--- src/hdl/pal_pkg.sv ---
package pal_pkg;

    // Fixed field widths of the request and result channels
    localparam int OP_W    = 3;
    localparam int POS_W   = 6;
    localparam int COUNT_W = 6;

    // Operation codes
    localparam logic [OP_W-1:0] OP_INSERT   = 3'd0;
    localparam logic [OP_W-1:0] OP_DELETE   = 3'd1;
    localparam logic [OP_W-1:0] OP_RETRIEVE = 3'd2;
    localparam logic [OP_W-1:0] OP_REPLACE  = 3'd3;
    localparam logic [OP_W-1:0] OP_TRAVERSE = 3'd4;
    localparam logic [OP_W-1:0] OP_CLEAR    = 3'd5;

    // Commands from controller to datapath
    typedef struct packed {
        logic do_insert;
        logic do_delete;
        logic do_replace;
        logic do_clear;
        logic emit;
        logic emit_read;
        logic emit_err;
        logic emit_last;
        logic rd_trav;
        logic trav_start;
        logic trav_step;
    } pal_cmd_t;

    // Status from datapath to controller
    typedef struct packed {
        logic pos_le_fill;
        logic pos_lt_fill;
        logic full;
        logic empty;
        logic out_free;
        logic trav_last;
    } pal_status_t;

endpackage

--- src/hdl/pal_ctrl.sv ---
module pal_ctrl
    import pal_pkg::*;
(
    input  logic              clk,
    input  logic              rst_n,
    input  logic              in_valid,
    output logic              in_stall,
    input  logic [OP_W-1:0]   op,
    input  pal_status_t       status,
    output pal_cmd_t          cmd
);

    localparam logic ST_IDLE = 1'b0;
    localparam logic ST_TRAV = 1'b1;

    logic state_reg;
    logic state_next;
    logic accept;

    // New request only when idle and the result register can take a result
    assign in_stall = (state_reg != ST_IDLE) || !status.out_free;
    assign accept   = in_valid && !in_stall;

    // Decode and sequencing
    always_comb
    begin
        cmd           = '0;
        cmd.emit_last = 1'b1;
        state_next    = state_reg;
        unique case (state_reg)
            ST_IDLE:
            begin
                if (accept)
                begin
                    unique case (op)
                        OP_INSERT:
                        begin
                            cmd.emit      = 1'b1;
                            cmd.do_insert = !status.full && status.pos_le_fill;
                            cmd.emit_err  = status.full || !status.pos_le_fill;
                        end
                        OP_DELETE:
                        begin
                            cmd.emit      = 1'b1;
                            cmd.do_delete = status.pos_lt_fill;
                            cmd.emit_read = status.pos_lt_fill;
                            cmd.emit_err  = !status.pos_lt_fill;
                        end
                        OP_RETRIEVE:
                        begin
                            cmd.emit      = 1'b1;
                            cmd.emit_read = status.pos_lt_fill;
                            cmd.emit_err  = !status.pos_lt_fill;
                        end
                        OP_REPLACE:
                        begin
                            cmd.emit       = 1'b1;
                            cmd.do_replace = status.pos_lt_fill;
                            cmd.emit_err   = !status.pos_lt_fill;
                        end
                        OP_TRAVERSE:
                        begin
                            if (status.empty)
                            begin
                                cmd.emit = 1'b1;
                            end
                            else
                            begin
                                cmd.trav_start = 1'b1;
                                state_next     = ST_TRAV;
                            end
                        end
                        OP_CLEAR:
                        begin
                            cmd.emit     = 1'b1;
                            cmd.do_clear = 1'b1;
                        end
                        default:
                        begin
                            cmd.emit     = 1'b1;
                            cmd.emit_err = 1'b1;
                        end
                    endcase
                end
            end
            ST_TRAV:
            begin
                // One entry per free output slot
                cmd.rd_trav = 1'b1;
                if (status.out_free)
                begin
                    cmd.emit      = 1'b1;
                    cmd.emit_read = 1'b1;
                    cmd.emit_last = status.trav_last;
                    cmd.trav_step = 1'b1;
                    if (status.trav_last)
                    begin
                        state_next = ST_IDLE;
                    end
                end
            end
            default:
            begin
                state_next = ST_IDLE;
            end
        endcase
    end

    always_ff @(posedge clk or negedge rst_n)
    begin
        if (!rst_n)
        begin
            state_reg <= ST_IDLE;
        end
        else
        begin
            state_reg <= state_next;
        end
    end

endmodule

--- src/hdl/pal_datapath.sv ---
module pal_datapath
    import pal_pkg::*;
#(
    parameter int DEPTH = 32,
    parameter int WIDTH = 32
)
(
    input  logic               clk,
    input  logic               rst_n,
    input  pal_cmd_t           cmd,
    output pal_status_t        status,
    input  logic [POS_W-1:0]   position,
    input  logic [WIDTH-1:0]   value,
    output logic               out_valid,
    input  logic               out_stall,
    output logic [WIDTH-1:0]   data,
    output logic               data_valid,
    output logic               last,
    output logic               error,
    output logic [COUNT_W-1:0] count,
    output logic               is_empty,
    output logic               is_full
);

    localparam int FW = $clog2(DEPTH + 1);
    localparam int IW = (DEPTH > 1) ? $clog2(DEPTH) : 1;
    localparam int CW = ((FW > POS_W) ? FW : POS_W) + 1;

    logic [WIDTH-1:0]   entries_reg [DEPTH];
    logic [FW-1:0]      fill_reg;
    logic [FW-1:0]      fill_next;
    logic [IW-1:0]      idx_reg;
    logic [CW-1:0]      pos_ext;
    logic [CW-1:0]      fill_ext;
    logic [IW-1:0]      rd_addr;
    logic [WIDTH-1:0]   rd_data;

    logic               out_valid_reg;
    logic [WIDTH-1:0]   data_reg;
    logic               data_valid_reg;
    logic               last_reg;
    logic               error_reg;
    logic [COUNT_W-1:0] count_reg;
    logic               is_empty_reg;
    logic               is_full_reg;

    // Position and fill comparisons
    assign pos_ext  = CW'(position);
    assign fill_ext = CW'(fill_reg);

    assign status.pos_le_fill = pos_ext <= fill_ext;
    assign status.pos_lt_fill = pos_ext < fill_ext;
    assign status.full        = fill_reg == FW'(DEPTH);
    assign status.empty       = fill_reg == '0;
    assign status.out_free    = !out_valid_reg || !out_stall;
    assign status.trav_last   = (CW'(idx_reg) + CW'(1)) == fill_ext;

    // Read port: addressed entry or traverse index
    assign rd_addr = cmd.rd_trav ? idx_reg : position[IW-1:0];
    assign rd_data = entries_reg[rd_addr];

    // Fill level after the operation
    always_comb
    begin
        fill_next = fill_reg;
        if (cmd.do_clear)
        begin
            fill_next = '0;
        end
        else if (cmd.do_insert)
        begin
            fill_next = fill_reg + FW'(1);
        end
        else if (cmd.do_delete)
        begin
            fill_next = fill_reg - FW'(1);
        end
    end

    // Entry cells: each compares its index with the position
    always_ff @(posedge clk)
    begin
        for (int i = 0; i < DEPTH; i++)
        begin
            if (cmd.do_insert)
            begin
                if (CW'(i) == pos_ext)
                begin
                    entries_reg[i] <= value;
                end
                else if (CW'(i) > pos_ext && i > 0)
                begin
                    entries_reg[i] <= entries_reg[(i > 0) ? i - 1 : 0];
                end
            end
            else if (cmd.do_delete)
            begin
                if (CW'(i) >= pos_ext && i < DEPTH - 1)
                begin
                    entries_reg[i] <= entries_reg[(i < DEPTH - 1) ? i + 1 : i];
                end
            end
            else if (cmd.do_replace)
            begin
                if (CW'(i) == pos_ext)
                begin
                    entries_reg[i] <= value;
                end
            end
        end
    end

    // Fill level and traverse index
    always_ff @(posedge clk or negedge rst_n)
    begin
        if (!rst_n)
        begin
            fill_reg <= '0;
            idx_reg  <= '0;
        end
        else
        begin
            fill_reg <= fill_next;
            if (cmd.trav_start)
            begin
                idx_reg <= '0;
            end
            else if (cmd.trav_step)
            begin
                idx_reg <= idx_reg + IW'(1);
            end
        end
    end

    // Result register
    always_ff @(posedge clk or negedge rst_n)
    begin
        if (!rst_n)
        begin
            out_valid_reg <= 1'b0;
        end
        else if (cmd.emit)
        begin
            out_valid_reg <= 1'b1;
        end
        else if (!out_stall)
        begin
            out_valid_reg <= 1'b0;
        end
    end

    always_ff @(posedge clk)
    begin
        if (cmd.emit)
        begin
            data_reg       <= cmd.emit_read ? rd_data : '0;
            data_valid_reg <= cmd.emit_read;
            last_reg       <= cmd.emit_last;
            error_reg      <= cmd.emit_err;
            count_reg      <= COUNT_W'(fill_next);
            is_empty_reg   <= fill_next == '0;
            is_full_reg    <= fill_next == FW'(DEPTH);
        end
    end

    assign out_valid  = out_valid_reg;
    assign data       = data_reg;
    assign data_valid = data_valid_reg;
    assign last       = last_reg;
    assign error      = error_reg;
    assign count      = count_reg;
    assign is_empty   = is_empty_reg;
    assign is_full    = is_full_reg;

endmodule

--- src/hdl/positional_array_list.sv ---
// Bounded ordered list of up to DEPTH words. Each request carries an op:
// insert at a position (later entries move up), delete at a position (later
// entries move down, removed word returned), retrieve, replace, traverse
// (every entry from position 0 upward, the final one marked last) or clear.
// Every result reports count, is_empty and is_full after the operation;
// out-of-range positions, insert into a full list, delete from an empty
// list and unknown ops return error and change nothing. Timing: a request
// is taken when no traverse is running and the result register is free;
// all ops except traverse are done when taken (one request per cycle with
// the result side ready). The entries sit in a row of registers whose cells
// all shift in the same cycle, so insert and delete cost no more than a
// retrieve. A traverse enters its traverse state, then gives one entry per
// cycle through the single read port while the result register is free; an
// empty traverse gives one result with no data. No clearing pass after reset.
module positional_array_list
    import pal_pkg::*;
#(
    parameter int DEPTH = 32,
    parameter int WIDTH = 32
)
(
    input  logic               clk,
    input  logic               rst_n,
    input  logic               in_valid,
    output logic               in_stall,
    input  logic [OP_W-1:0]    op,
    input  logic [POS_W-1:0]   position,
    input  logic [WIDTH-1:0]   value,
    output logic               out_valid,
    input  logic               out_stall,
    output logic [WIDTH-1:0]   data,
    output logic               data_valid,
    output logic               last,
    output logic               error,
    output logic [COUNT_W-1:0] count,
    output logic               is_empty,
    output logic               is_full
);

    pal_cmd_t    cmd;
    pal_status_t status;

    pal_ctrl u_ctrl (
        .clk      (clk),
        .rst_n    (rst_n),
        .in_valid (in_valid),
        .in_stall (in_stall),
        .op       (op),
        .status   (status),
        .cmd      (cmd)
    );

    pal_datapath #(
        .DEPTH (DEPTH),
        .WIDTH (WIDTH)
    ) u_datapath (
        .clk        (clk),
        .rst_n      (rst_n),
        .cmd        (cmd),
        .status     (status),
        .position   (position),
        .value      (value),
        .out_valid  (out_valid),
        .out_stall  (out_stall),
        .data       (data),
        .data_valid (data_valid),
        .last       (last),
        .error      (error),
        .count      (count),
        .is_empty   (is_empty),
        .is_full    (is_full)
    );

endmodule
--- config.mk ---
export PLATFORM = sky130hd
export DESIGN_NAME = positional_array_list
export DESIGN_NICKNAME = d
export VERILOG_FILES = /design/src/hdl/pal_pkg.sv /design/src/hdl/pal_ctrl.sv /design/src/hdl/pal_datapath.sv /design/src/hdl/positional_array_list.sv
export SDC_FILE = /design/constraint.sdc
export NUM_CORES = 2
export LEC_CHECK = 0
export ABC_AREA = 1
export BUFFER_PORTS_ARGS = -buffer_cell sky130_fd_sc_hd__buf_2
export CAP_MARGIN = 25
export CORE_AREA = 2 2 408 410
export DETAILED_ROUTE_END_ITERATION = 8
export DIE_AREA = 0 0 410 412
export PLACE_DENSITY_LB_ADDON = 0.05
export SLEW_MARGIN = 20
export SYNTH_ARGS = -nofsm -noshare
export SYNTH_HDL_FRONTEND = slang
export SYNTH_SLANG_ARGS = --single-unit
--- constraint.sdc ---
create_clock -name clk -period 9 [get_ports clk]
set_input_delay 1.8 -clock clk [delete_from_list [all_inputs] [get_ports clk]]
set_output_delay 1.8 -clock clk [all_outputs]
set_load 0.05 [all_outputs]
==> impl_metrics.yaml <==
synth:
  yosysUniqueCellTypes: 44
  syn-num-nets: 8335
  synth_edf_count: 1067
  synth_warnings: 0
  synth_top_area_share_pct: 48.9
  synthesis.instances: 8280
  synth-seq-area-share_pct: 49.4
  syn_area_per_cell_um2: 7.92
  yosys-top-cells-area: "edfxtp_1, nand2_1, o21ai_0"
  synth_area_leader_cell: "edfxtp_1"
  ys_seq_elements: 1080
  synthesis.area_um2: 65600
  synth-main-ff-cell: "edfxtp_1"
  synthArstFlopShare_pct: 1.20
routing:
  drt_pass1_iterations: 7
  post_drt_wl_per_cell_um: 30.7
  drc: 0
  drtIter0Drc: 9556
  vias: 64435
  ant_nets: 0
  wl_um: 315000
  vias_per_cell: 6.28
clock_network:
  htree_levels: 4
  clk_pin_slew_worst_paths_ps: 60
  post_cts_resized: 0
  tritoncts: "done"
  cts_made_buffers: 137
  ctsHoldBuffers: 0
  clock-sinks: 1080
  cts_root_buf: "clkbuf_16"
  clock_insertion_delay_worst_skew_ps: 790
  clockBufferDepth: 3
  cts_setup_buffers: 0
worst_setup_path:
  crit_arrival_ps: 5700
  crit_required_ps: 9410
  critical_path_class: "input port to register"
  crit_path_end_kind: "register"
  startpoint_type: "input port"
  cp_max_fo: 65
sta:
  setup_viol: 0
  period_share_pct: 58.8
  finClkSkew_ps: 27.4
  finalSetupTns_ps: 0
  fin_crit_ps: 5290
  worstMarginPinSlew_ps: 1190
  holdWs_ps: 559
  finalMaxSlewViolations: 0
  rsz0062_at_grt: "false"
  max_freq_mhz: 189
  final_hold_viol_count: 0
  slew_headroom_pct: 20.4
  setup_slack_ps: 3710
place:
  hpwlAfterDp_um: 204000
  dp_slack_ps: 3060
  portBuffers: 89
  gp_congestion: 0.959
floorplan:
  rows: 149
  dieHeight_um: 412
  die-area_um2: 169000
  start_util_pct: 39.9
  pin_count: 90
  die_w_um: 410
  core_area_um2: 164000
global_routing:
  grt_max_degree: 222
  grt_pass1_vias: 58769
  antenna_found_initial: 20
  grt.total_usage_pct: 36.2
  grt_pass1_wl_um: 441000
  grt_remaining_overflow: 0
layout:
  area_growth_pct: 9.61
  fillers: 16695
  drive_gt1_share_pct: 7.18
  largest_reg_flops: 1024
  fin_nets: 8015
power:
  p_leak_uw: 0.0274
  finalPower_uw: 17700
  vdd_drop_max_uv: 318
  power_density_nw_per_um2: 247
status:
  status: "finished, final reports clean"
run:
  drv_cap: 0
hold_path:
  hp-class: "register to register"
[final cells by class]
cell class	count	area, um^2	share of cell area [%]
Timing Repair Buffer	254	1860	2.58
Antenna cell	10	25.0	0.0348
Clock inverter	62	443	0.616
Inverter	732	2760	3.84
Clock buffer	183	3750	5.22
Sequential cell	1080	32400	45.0
Multi-Input combinational cell	5755	27900	38.9
Tap cell	2189	2740	3.81
[Yosys cell counts, types with 6 or more instances]
| master | n |
|---|---|
| o22ai_1 | 55 |
| nand4_1 | 14 |
| buf_1 | 46 |
| clkbuf_1 | 459 |
| o211ai_1 | 481 |
| nor2_1 | 497 |
| inv_2 | 37 |
| buf_2 | 198 |
| nor2_2 | 12 |
| nand2_2 | 8 |
| nand2_1 | 2030 |
| buf_4 | 6 |
| a21oi_1 | 350 |
| ha_1 | 10 |
| dfrtp_1 | 13 |
| clkinv_1 | 8 |
| nand3_1 | 602 |
| xor2_1 | 8 |
| o21ai_1 | 271 |
| a31oi_1 | 149 |
| nor2_4 | 15 |
| edfxtp_1 | 1067 |
| o21ai_0 | 1197 |
| nor3_1 | 29 |
| inv_1 | 687 |
[per-layer routing]
layer  global-route usage (%)  up-vias  part of all wire (%)  wire [um]
met4                     19.0        0                   6.0      18800
met5                        0        -                     0          0
met1                     49.5    31779                    40     126000
met2                     54.6     3950                    43     137000
met3                     6.86      690                    11      33300
li1                         -    28016                     -          -
[cell usage in the layout (no fill, tap or decap), drive strengths merged, types with 14 or more instances in the layout]
cell type,instances
nand4,14
o211ai,481
o22ai,55
edfxtp,1067
clkinv,61
a21oi,350
nand2,2038
inv,728
nor2,525
nand3,608
a31oi,149
nor3,30
clkbuf,183
o21ai,1468
buf,254
[worst max-delay path: stages]
cell and delay, ps:
buf_2 270, ha_1 300, nand2_1 90, nor2_1 70, nand2_2 140, nand3_2 170
nand2_2 160, nand3_4 410, inv_8 610, buf_4 390, nand2_2 70, buf_4 370
o211ai_1 190, buf_4 490
[cell families (layout without fill, tap and decap cells)]
logic type,Yosys count,in the layout,synth area share (%)
other cells,0,10,0
compound gates,2513,2513,21.5
xor+xnor,11,11,0.147
fa+ha+maj,10,10,0.191
flops,1080,1080,49.4
simple gates,3221,3221,20.1
buf+inv,1445,1231,8.74
[path summary, 6_finish.rpt]
| path | from | endpoint | slack, ps | cells after the start |
|---|---|---|---|---|
| setup reg to reg | u_ctrl.state_reg | u_datapath.data[1] | 4200 | 10 |
| setup / recovery | position[5] | u_datapath.entries_reg[30][7] | 3710 | 14 |
| max in group asynchronous | rst_n | u_datapath.idx_reg[2] | 7830 | 1 |
| hold reg to reg | u_datapath.entries_reg[21][26] | u_datapath.entries_reg[20][26] | 560 | 2 |
| min in group asynchronous | rst_n | u_datapath.fill_reg[4] | 920 | 1 |
| hold / removal | u_datapath.entries_reg[21][26] | u_datapath.entries_reg[20][26] | 560 | 2 |
[per-stage QoR]
stage / cells / util, % / instance area, um^2
2_1_floorplan: 8280 / - / 65600
3_3_place_gp: 10003 / 41.1 / 67500
3_5_place_dp: 10006 / 41.1 / 67500
4_1_cts: 10251 / 43.7 / 71700
5_1_grt: 10257 / 43.7 / 71800
6_report: 10265 / 43.7 / 71900
[report_power, final]
group | switching, uW | internal, uW | leakage, uW | total [uW]
Sequential | 147 | 5810 | 0.00980 | 5960
Combinational | 4910 | 1450 | 0.0155 | 6360
Clock | 2370 | 3060 | 0.00206 | 5430
(Power assumes the default switching activity.)
